### config.mk
export PLATFORM = sky130hd
export DESIGN_NAME = radix_digit_emitter
export DESIGN_NICKNAME = d
export VERILOG_FILES = /design/src/rtl/core/rde_pkg.sv /design/src/rtl/core/radix_digit_emitter.sv
export SDC_FILE = /design/constraint.sdc
export NUM_CORES = 1
export LEC_CHECK = 0
export BUFFER_PORTS_ARGS = -buffer_cell sky130_fd_sc_hd__buf_2
export CORE_AREA = 2 2 176 92
export CTS_CLUSTER_SIZE = 25
export DETAILED_ROUTE_END_ITERATION = 6
export DIE_AREA = 0 0 178 94
export GPL_ROUTABILITY_DRIVEN = 0
export PLACE_DENSITY = 0.73
export SLEW_MARGIN = 20
export SYNTH_ARGS = -nofsm -noshare
export SYNTH_HDL_FRONTEND = slang
export SYNTH_SLANG_ARGS = --single-unit
### constraint.sdc
create_clock -name clk -period 8.47 [get_ports clk]
set_input_delay 0.847 -clock clk [delete_from_list [all_inputs] [get_ports clk]]
set_output_delay 0.847 -clock clk [all_outputs]
set_load 0.03 [all_outputs]
### src/rtl/core/rde_pkg.sv
package rde_pkg;

	localparam int VALUE_BITS  = 31;
	localparam int RADIX_W     = 5;
	localparam int DIGIT_W     = 4;
	localparam int CHAR_W      = 7;
	localparam int BIT_CNT_W   = $clog2(VALUE_BITS);
	localparam int SP_W        = $clog2(VALUE_BITS + 1);
	localparam int IDX_W       = $clog2(VALUE_BITS);

	localparam logic [RADIX_W-1:0] RADIX_RESET = RADIX_W'(10);
	localparam logic [RADIX_W-1:0] RADIX_MIN   = RADIX_W'(2);
	localparam logic [RADIX_W-1:0] RADIX_MAX   = RADIX_W'(16);

	localparam logic [CHAR_W-1:0] CHAR_ZERO   = CHAR_W'(48);
	localparam logic [CHAR_W-1:0] CHAR_LETTER = CHAR_W'(55);

	typedef logic [DIGIT_W-1:0] digit_t;

	// Map a digit value to '0'-'9' then 'A'-'F'.
	function automatic logic [CHAR_W-1:0] glyph(input digit_t d);
		logic [CHAR_W-1:0] ext;
		ext = CHAR_W'(d);
		if (d < DIGIT_W'(10)) begin
			return CHAR_ZERO + ext;
		end
		return CHAR_LETTER + ext;
	endfunction

endpackage

### src/rtl/core/radix_digit_emitter.sv
// Flow: every digit of a request is divided out and stacked before the first digit leaves,
//   most significant first; a new request is taken only once the previous one is fully popped.
// Division: the bit-serial divider yields one quotient bit per cycle and makes one full
//   pass over the dividend for each digit.
// Reset: arst_n clears control state and loads the radix register with 10; no
//   clearing pass is needed.
module radix_digit_emitter (
	input  logic                                 clk,
	input  logic                                 arst_n,
	input  logic                                 cfg_we,
	input  logic [rde_pkg::RADIX_W-1:0]          cfg_wdata,
	input  logic                                 in_valid,
	output logic                                 in_ready,
	input  logic [rde_pkg::VALUE_BITS-1:0]       value,
	output logic                                 out_valid,
	input  logic                                 out_ready,
	output logic [rde_pkg::CHAR_W-1:0]           digit_char,
	output logic                                 last
);

	localparam logic [1:0] ST_IDLE = 2'd0;
	localparam logic [1:0] ST_DIV  = 2'd1;
	localparam logic [1:0] ST_EMIT = 2'd2;

	localparam logic [rde_pkg::BIT_CNT_W-1:0] LAST_BIT =
		rde_pkg::BIT_CNT_W'(rde_pkg::VALUE_BITS - 1);

	logic [1:0]                          state_q;
	logic [rde_pkg::RADIX_W-1:0]         radix_q;
	logic [rde_pkg::VALUE_BITS-1:0]      dvd_q;     // dividend, fills with quotient bits
	rde_pkg::digit_t                     rem_q;     // running remainder, always below base
	logic [rde_pkg::BIT_CNT_W-1:0]       bit_cnt_q;
	logic                                nz_q;      // any quotient bit set this pass
	logic [rde_pkg::SP_W-1:0]            sp_q;      // digits held on the stack
	rde_pkg::digit_t                     stack_q [rde_pkg::VALUE_BITS];
	logic                                out_valid_q;
	logic [rde_pkg::CHAR_W-1:0]          digit_char_q;
	logic                                last_q;

	logic [rde_pkg::RADIX_W-1:0]         base;
	logic [rde_pkg::RADIX_W-1:0]         trial;
	logic                                qbit;
	rde_pkg::digit_t                     rem_n;
	logic                                out_free;
	logic                                pop;
	logic [rde_pkg::SP_W-1:0]            sp_dec;

	// Saturate the radix register to the two-to-sixteen range.
	always_comb begin
		if (radix_q < rde_pkg::RADIX_MIN) begin
			base = rde_pkg::RADIX_MIN;
		end else if (radix_q > rde_pkg::RADIX_MAX) begin
			base = rde_pkg::RADIX_MAX;
		end else begin
			base = radix_q;
		end
	end

	// One restoring-division step: bring down the next dividend bit and
	// subtract the base if it fits.
	always_comb begin
		trial = {rem_q, dvd_q[rde_pkg::VALUE_BITS-1]};
		qbit  = (trial >= base);
		if (qbit) begin
			rem_n = rde_pkg::DIGIT_W'(trial - base);
		end else begin
			rem_n = trial[rde_pkg::DIGIT_W-1:0];
		end
	end

	assign in_ready = (state_q == ST_IDLE);
	assign out_free = !out_valid_q || out_ready;
	assign pop      = (state_q == ST_EMIT) && out_free && (sp_q != '0);
	assign sp_dec   = sp_q - rde_pkg::SP_W'(1);

	always_ff @(posedge clk or negedge arst_n) begin
		if (!arst_n) begin
			radix_q <= rde_pkg::RADIX_RESET;
		end else if (cfg_we) begin
			radix_q <= cfg_wdata;
		end
	end

	// Control: accept, divide digit by digit, then drain the stack.
	always_ff @(posedge clk or negedge arst_n) begin
		if (!arst_n) begin
			state_q   <= ST_IDLE;
			bit_cnt_q <= '0;
			nz_q      <= 1'b0;
			sp_q      <= '0;
		end else begin
			case (state_q)
				ST_IDLE: begin
					if (in_valid) begin
						state_q   <= ST_DIV;
						bit_cnt_q <= '0;
						nz_q      <= 1'b0;
						sp_q      <= '0;
					end
				end
				ST_DIV: begin
					if (bit_cnt_q == LAST_BIT) begin
						// push the remainder; stop once the quotient is zero
						sp_q      <= sp_q + rde_pkg::SP_W'(1);
						bit_cnt_q <= '0;
						nz_q      <= 1'b0;
						if (!(nz_q || qbit)) begin
							state_q <= ST_EMIT;
						end
					end else begin
						bit_cnt_q <= bit_cnt_q + rde_pkg::BIT_CNT_W'(1);
						nz_q      <= nz_q || qbit;
					end
				end
				ST_EMIT: begin
					if (pop) begin
						sp_q <= sp_dec;
					end else if (sp_q == '0) begin
						state_q <= ST_IDLE;
					end
				end
				default: begin
					state_q <= ST_IDLE;
				end
			endcase
		end
	end

	// Datapath: dividend shifts left one bit a cycle, quotient enters at the bottom.
	always_ff @(posedge clk) begin
		if (in_valid && in_ready) begin
			dvd_q <= value;
			rem_q <= '0;
		end else if (state_q == ST_DIV) begin
			dvd_q <= {dvd_q[rde_pkg::VALUE_BITS-2:0], qbit};
			if (bit_cnt_q == LAST_BIT) begin
				rem_q <= '0;
			end else begin
				rem_q <= rem_n;
			end
		end
	end

	// Digit stack: written least significant first, read back in reverse.
	always_ff @(posedge clk) begin
		if ((state_q == ST_DIV) && (bit_cnt_q == LAST_BIT)) begin
			stack_q[sp_q[rde_pkg::IDX_W-1:0]] <= rem_n;
		end
	end

	// Output register: load on pop, drop valid once the digit is taken.
	always_ff @(posedge clk or negedge arst_n) begin
		if (!arst_n) begin
			out_valid_q <= 1'b0;
		end else if (pop) begin
			out_valid_q <= 1'b1;
		end else if (out_ready) begin
			out_valid_q <= 1'b0;
		end
	end

	always_ff @(posedge clk) begin
		if (pop) begin
			digit_char_q <= rde_pkg::glyph(stack_q[sp_dec[rde_pkg::IDX_W-1:0]]);
			last_q       <= (sp_q == rde_pkg::SP_W'(1));
		end
	end

	assign out_valid  = out_valid_q;
	assign digit_char = digit_char_q;
	assign last       = last_q;

	a_idle_empty: assert property (@(posedge clk) disable iff (!arst_n)
		(state_q == ST_IDLE) |-> (sp_q == '0))
		else $error("stack not empty while idle");

	a_stack_bound: assert property (@(posedge clk) disable iff (!arst_n)
		sp_q <= rde_pkg::SP_W'(rde_pkg::VALUE_BITS))
		else $error("digit stack overflow");

	a_more_digits: assert property (@(posedge clk) disable iff (!arst_n)
		(out_valid && out_ready && !last) |=> (state_q == ST_EMIT))
		else $error("digits missing after a non-final digit");

	a_char_range: assert property (@(posedge clk) disable iff (!arst_n)
		out_valid |-> ((digit_char >= 7'd48 && digit_char <= 7'd57) ||
			(digit_char >= 7'd65 && digit_char <= 7'd70)))
		else $error("digit character out of range");

endmodule

==> results.txt <==
The total of cells resized after clock tree synthesis came out at 0. The signal on the critical path passes through buf_4 -> inv_1 -> ha_1 -> buf_4 -> mux4_2 -> mux4_2 -> mux2i_1 -> ha_1 -> a21oi_1 -> a31o_1. The core area came out at between 15000 and 20000 um2. The final-report max-slew violation count came out at 0. The synthesized design contains 186 register bits.

STA classifies the critical path startpoint as a flop. CTS built an H-tree with a depth of 4. TritonCTS built the clock tree. The synthesized netlist net count came out at 565. The slowest stage of the critical path is the sky130_fd_sc_hd__buf_4 cell.

The critical path in this run is classified as flop to flop. The detailed-placement wirelength estimate came out at 10900 um. The total count of hold-check failures in the final report is 0. The number of distinct library cells after synthesis came out at 55. The met2 routed wirelength is 6700 um. The synthesis warning total is 0.

The net count of the finished layout is 619. Headroom to the max-slew limit came out at 0.367. The number of setup buffers added after CTS is 0. The number of antenna violations at the first check in global routing is 0. The initial core utilization is 0.545. The power per cell area is 360 nW/um2. The post-synthesis area per instance is 16.3 um2. The area of the mapped netlist is slightly above 8000 um2.

Wire segments on met3 add up to 1550 um in the final route. The wire length of the first global-routing pass is 25900 um. After detailed routing, the average wire length per cell comes to roughly 21 um.

Dividing the final minimum period by the clock period gives 0.475. After global routing the overflow that remains totals 0. Setup repair after global routing left no endpoint under its margin. The number of flops mapped to enable cells by yosys came out at 163. Setup violations remaining at the end of the flow were counted as 0. Prior to clock tree synthesis, the placed netlist has a worst setup slack of about 4.4 ns. VDD sags by at most 0.265 mV.

The clock arrives with 0.0141 ns of skew. The sequential element share of the synthesized area came out at 0.663. The data required time of the critical path is 8.66 ns. The layout-stage area growth over the synthesis result is 13.4%.

The pin slew with the least headroom to its limit came out at 0.943 ns. The maximum clock rate is between 200 and 250 MHz. The die outline height is ~94 um. The fraction of synthesis flops using an asynchronous set or reset pin came out at 0.102. The via count of the first global-routing pass is about 4.5k.

The count of nets left with antenna violations after detail routing is 0. The worst stage delay on the critical path came out at 0.53 ns. The first-pass iteration count of the detailed router is 5. The clock slew seen by the registers of the worst setup and hold paths is 0.08 ns. The die outline area came out at 16700 um2. Of the cells placed in the final design, the portion with a size suffix greater than 1 is 0.295. Summed over all failing endpoints, the final setup total negative slack is 0 ns.

The DRC violations left is 0. The total inserted antenna cells came out at 0. After layout, the worst setup slack is 4.44 ns. The most used flip-flop cell after synthesis is sky130_fd_sc_hd__edfxtp_1. The width of the die came out at 178 um. The largest net degree at the start of global routing is 42. The count of input and output buffers came out at 50.

After synthesis, the cell types taking the most area are sky130_fd_sc_hd__edfxtp_1 59%, sky130_fd_sc_hd__mux4_2 7.9%, sky130_fd_sc_hd__mux2_2 5.2%. The flow ran to the end, and the final reports show no timing, DRC or antenna violations. The final critical path time including I/O delays and setup came out at just over 4 ns.

The via total after detailed routing came out at 4621. The area fraction of the dominant cell type after synthesis is 0.595. Of all nets on the critical path, the largest fanout is 41.

The clock reaches the later pin of the worst-skew pair after 0.43 ns. The maximum buffer depth of the clock tree came out at 2. CTS saw between 150 and 200 sinks. In this run, the number of DRC markers left after iteration 0 of detailed routing was approximately 500. The endpoint class of the critical path is a flop. Summed over all instances, the cell type with the most area after synthesis is sky130_fd_sc_hd__edfxtp_1.

The total global routing track utilization came out at 0.217. The vias per cell came out at 5.95. The number of buffers inserted for hold repair after clock tree synthesis came out at 0.

The leakage power summed over all cells came out at 3.33 nW. The path class of the tightest hold or removal check is input port to async pin. The max-cap violation count is 0.

Data on the critical path arrives at its endpoint at ~4.2 ns. The total length of routed wires is 16600 um. The floorplan has 32 rows. The highest metal layer carrying signal wires in the routed design is met4.

TritonCTS created 17 clock buffers. The routed length on met1 came out at 8120 um. Pin placement for this block handled 51 I/O pins. The cell count after synthesis is 506.

The tree is rooted in a sky130_fd_sc_hd__clkbuf_16.
state kept, by name, indices dropped and copies added, names as in the netlist:
| signal | cells |
|---|---|
| dvd_q | 31 |
| sp_q | 5 |
| rem_q | 4 |
| out_valid | 1 |
| nz_q | 1 |
| digit_char | 7 |
| radix_q | 5 |
| bit_cnt_q | 5 |
| stack_q | 124 |
| last | 1 |
| state_q | 2 |
path summary, 6_finish.rpt:
path | start | endpoint | slack, ns | cells past startpoint
worst max-delay path | sp_q[0] | digit_char[2] | 4.44 | 10
worst min register to register | radix_q[0] | radix_q[0] | 0.54 | 1
worst min-delay path | arst_n | bit_cnt_q[2] | 0.34 | 1
worst max register to register | sp_q[0] | digit_char[2] | 4.44 | 10
max in group asynchronous | arst_n | radix_q[1] | 7.79 | 1
min in group clk | radix_q[0] | radix_q[0] | 0.54 | 1
Yosys cell counts, types with 4 or more instances:
cell,number
sky130_fd_sc_hd__mux4_2,29
sky130_fd_sc_hd__a21oi_1,14
sky130_fd_sc_hd__edfxtp_1,163
sky130_fd_sc_hd__nand3b_1,5
sky130_fd_sc_hd__ha_1,17
sky130_fd_sc_hd__dfrtp_1,17
sky130_fd_sc_hd__nor2b_1,6
sky130_fd_sc_hd__inv_1,12
sky130_fd_sc_hd__mux2i_1,8
sky130_fd_sc_hd__nand2_1,27
sky130_fd_sc_hd__xnor2_1,4
sky130_fd_sc_hd__mux4_1,7
sky130_fd_sc_hd__a21o_1,5
sky130_fd_sc_hd__nand3_1,11
sky130_fd_sc_hd__buf_2,4
sky130_fd_sc_hd__mux2_2,38
sky130_fd_sc_hd__dfxtp_1,4
sky130_fd_sc_hd__nor2_1,43
sky130_fd_sc_hd__o21ai_0,16
sky130_fd_sc_hd__clkbuf_1,14
metal layers:
| layer | track usage | vias up |
|---|---|---|
| met2 | 0.283 | 195 |
| met3 | 0.0623 | 16 |
| li1 | - | 2084 |
| met4 | 0.0622 | 0 |
| met1 | 0.347 | 2326 |
| met5 | 0 | - |
layout make-up:
cell class,instances,area [um2]
multi-input combinational,284,2620
clock inverter,15,221
timing repair buffer,57,303
sequential,186,5450
fill,1070,5770
inverter,14,52.6
tap,204,255
clock buffer,17,425
power by group:
part / leakage, nW / total, W / switching [W] / internal [W]
combinational: 1.23 / 0.00109 / 0.000669 / 0.000417
clock: 0.314 / 0.000851 / 0.000392 / 0.000459
sequential: 1.79 / 0.00142 / 0.0000521 / 0.00137
total: 3.33 / 0.00336 / 0.00111 / 0.00224
metrics by stage:
| step | total power, W | utilization | instances | area [um2] | hold slack [ns] |
|---|---|---|---|---|---|
| finish | 0.00336 | 0.618 | 777 | 9330 | 0.344 |
| global route | 0.00352 | 0.618 | 777 | 9330 | 0.360 |
| CTS | 0.00337 | 0.618 | 777 | 9330 | 0.351 |
| detailed placement | 0.00252 | 0.575 | 745 | 8680 | 0.519 |
| global placement | 0.00246 | 0.575 | 745 | 8680 | 0.507 |
| floorplan | 0.00220 | - | 506 | 8230 | 0.481 |
cells by family (layout without fill, tap and decap cells):
logic type	Yosys count	after routing	share of synthesized area
AO/OA/AOI/OAI	59	59	0.0461
XOR/XNOR	8	8	0.00943
adder cells (fa/ha/maj)	18	18	0.0283
buffers and inverters	36	103	0.0193
flip-flops	186	186	0.663
multiplexers	84	84	0.167
AND/OR/NAND/NOR	115	115	0.0674
critical path: cells and delay by family (launching register included):
family                     cells  cell delay [ns]
adders and majority gates      2             0.70
DFF                            1             0.34
AOI/OAI and AO/OA              2             0.30
buffers and inverters          3             1.15
muxes                          3             1.27
placed cells by master (no fill, tap or decap), types with 4 or more instances in the layout:
cell / count
sky130_fd_sc_hd__a21o_1: 5
sky130_fd_sc_hd__a21oi_1: 14
sky130_fd_sc_hd__buf_2: 50
sky130_fd_sc_hd__buf_4: 7
sky130_fd_sc_hd__clkbuf_16: 17
sky130_fd_sc_hd__clkinv_8: 5
sky130_fd_sc_hd__dfrtp_1: 16
sky130_fd_sc_hd__dfxtp_1: 4
sky130_fd_sc_hd__edfxtp_1: 163
sky130_fd_sc_hd__ha_1: 17
sky130_fd_sc_hd__inv_1: 12
sky130_fd_sc_hd__inv_8: 4
sky130_fd_sc_hd__mux2_2: 38
sky130_fd_sc_hd__mux2i_1: 8
sky130_fd_sc_hd__mux4_1: 7
sky130_fd_sc_hd__mux4_2: 29
sky130_fd_sc_hd__nand2_1: 27
sky130_fd_sc_hd__nand3_1: 11
sky130_fd_sc_hd__nand3b_1: 5
sky130_fd_sc_hd__nor2_1: 43
sky130_fd_sc_hd__nor2b_1: 6
sky130_fd_sc_hd__o21ai_0: 16
sky130_fd_sc_hd__xnor2_1: 4
Power figures use the tool's default switching activity.
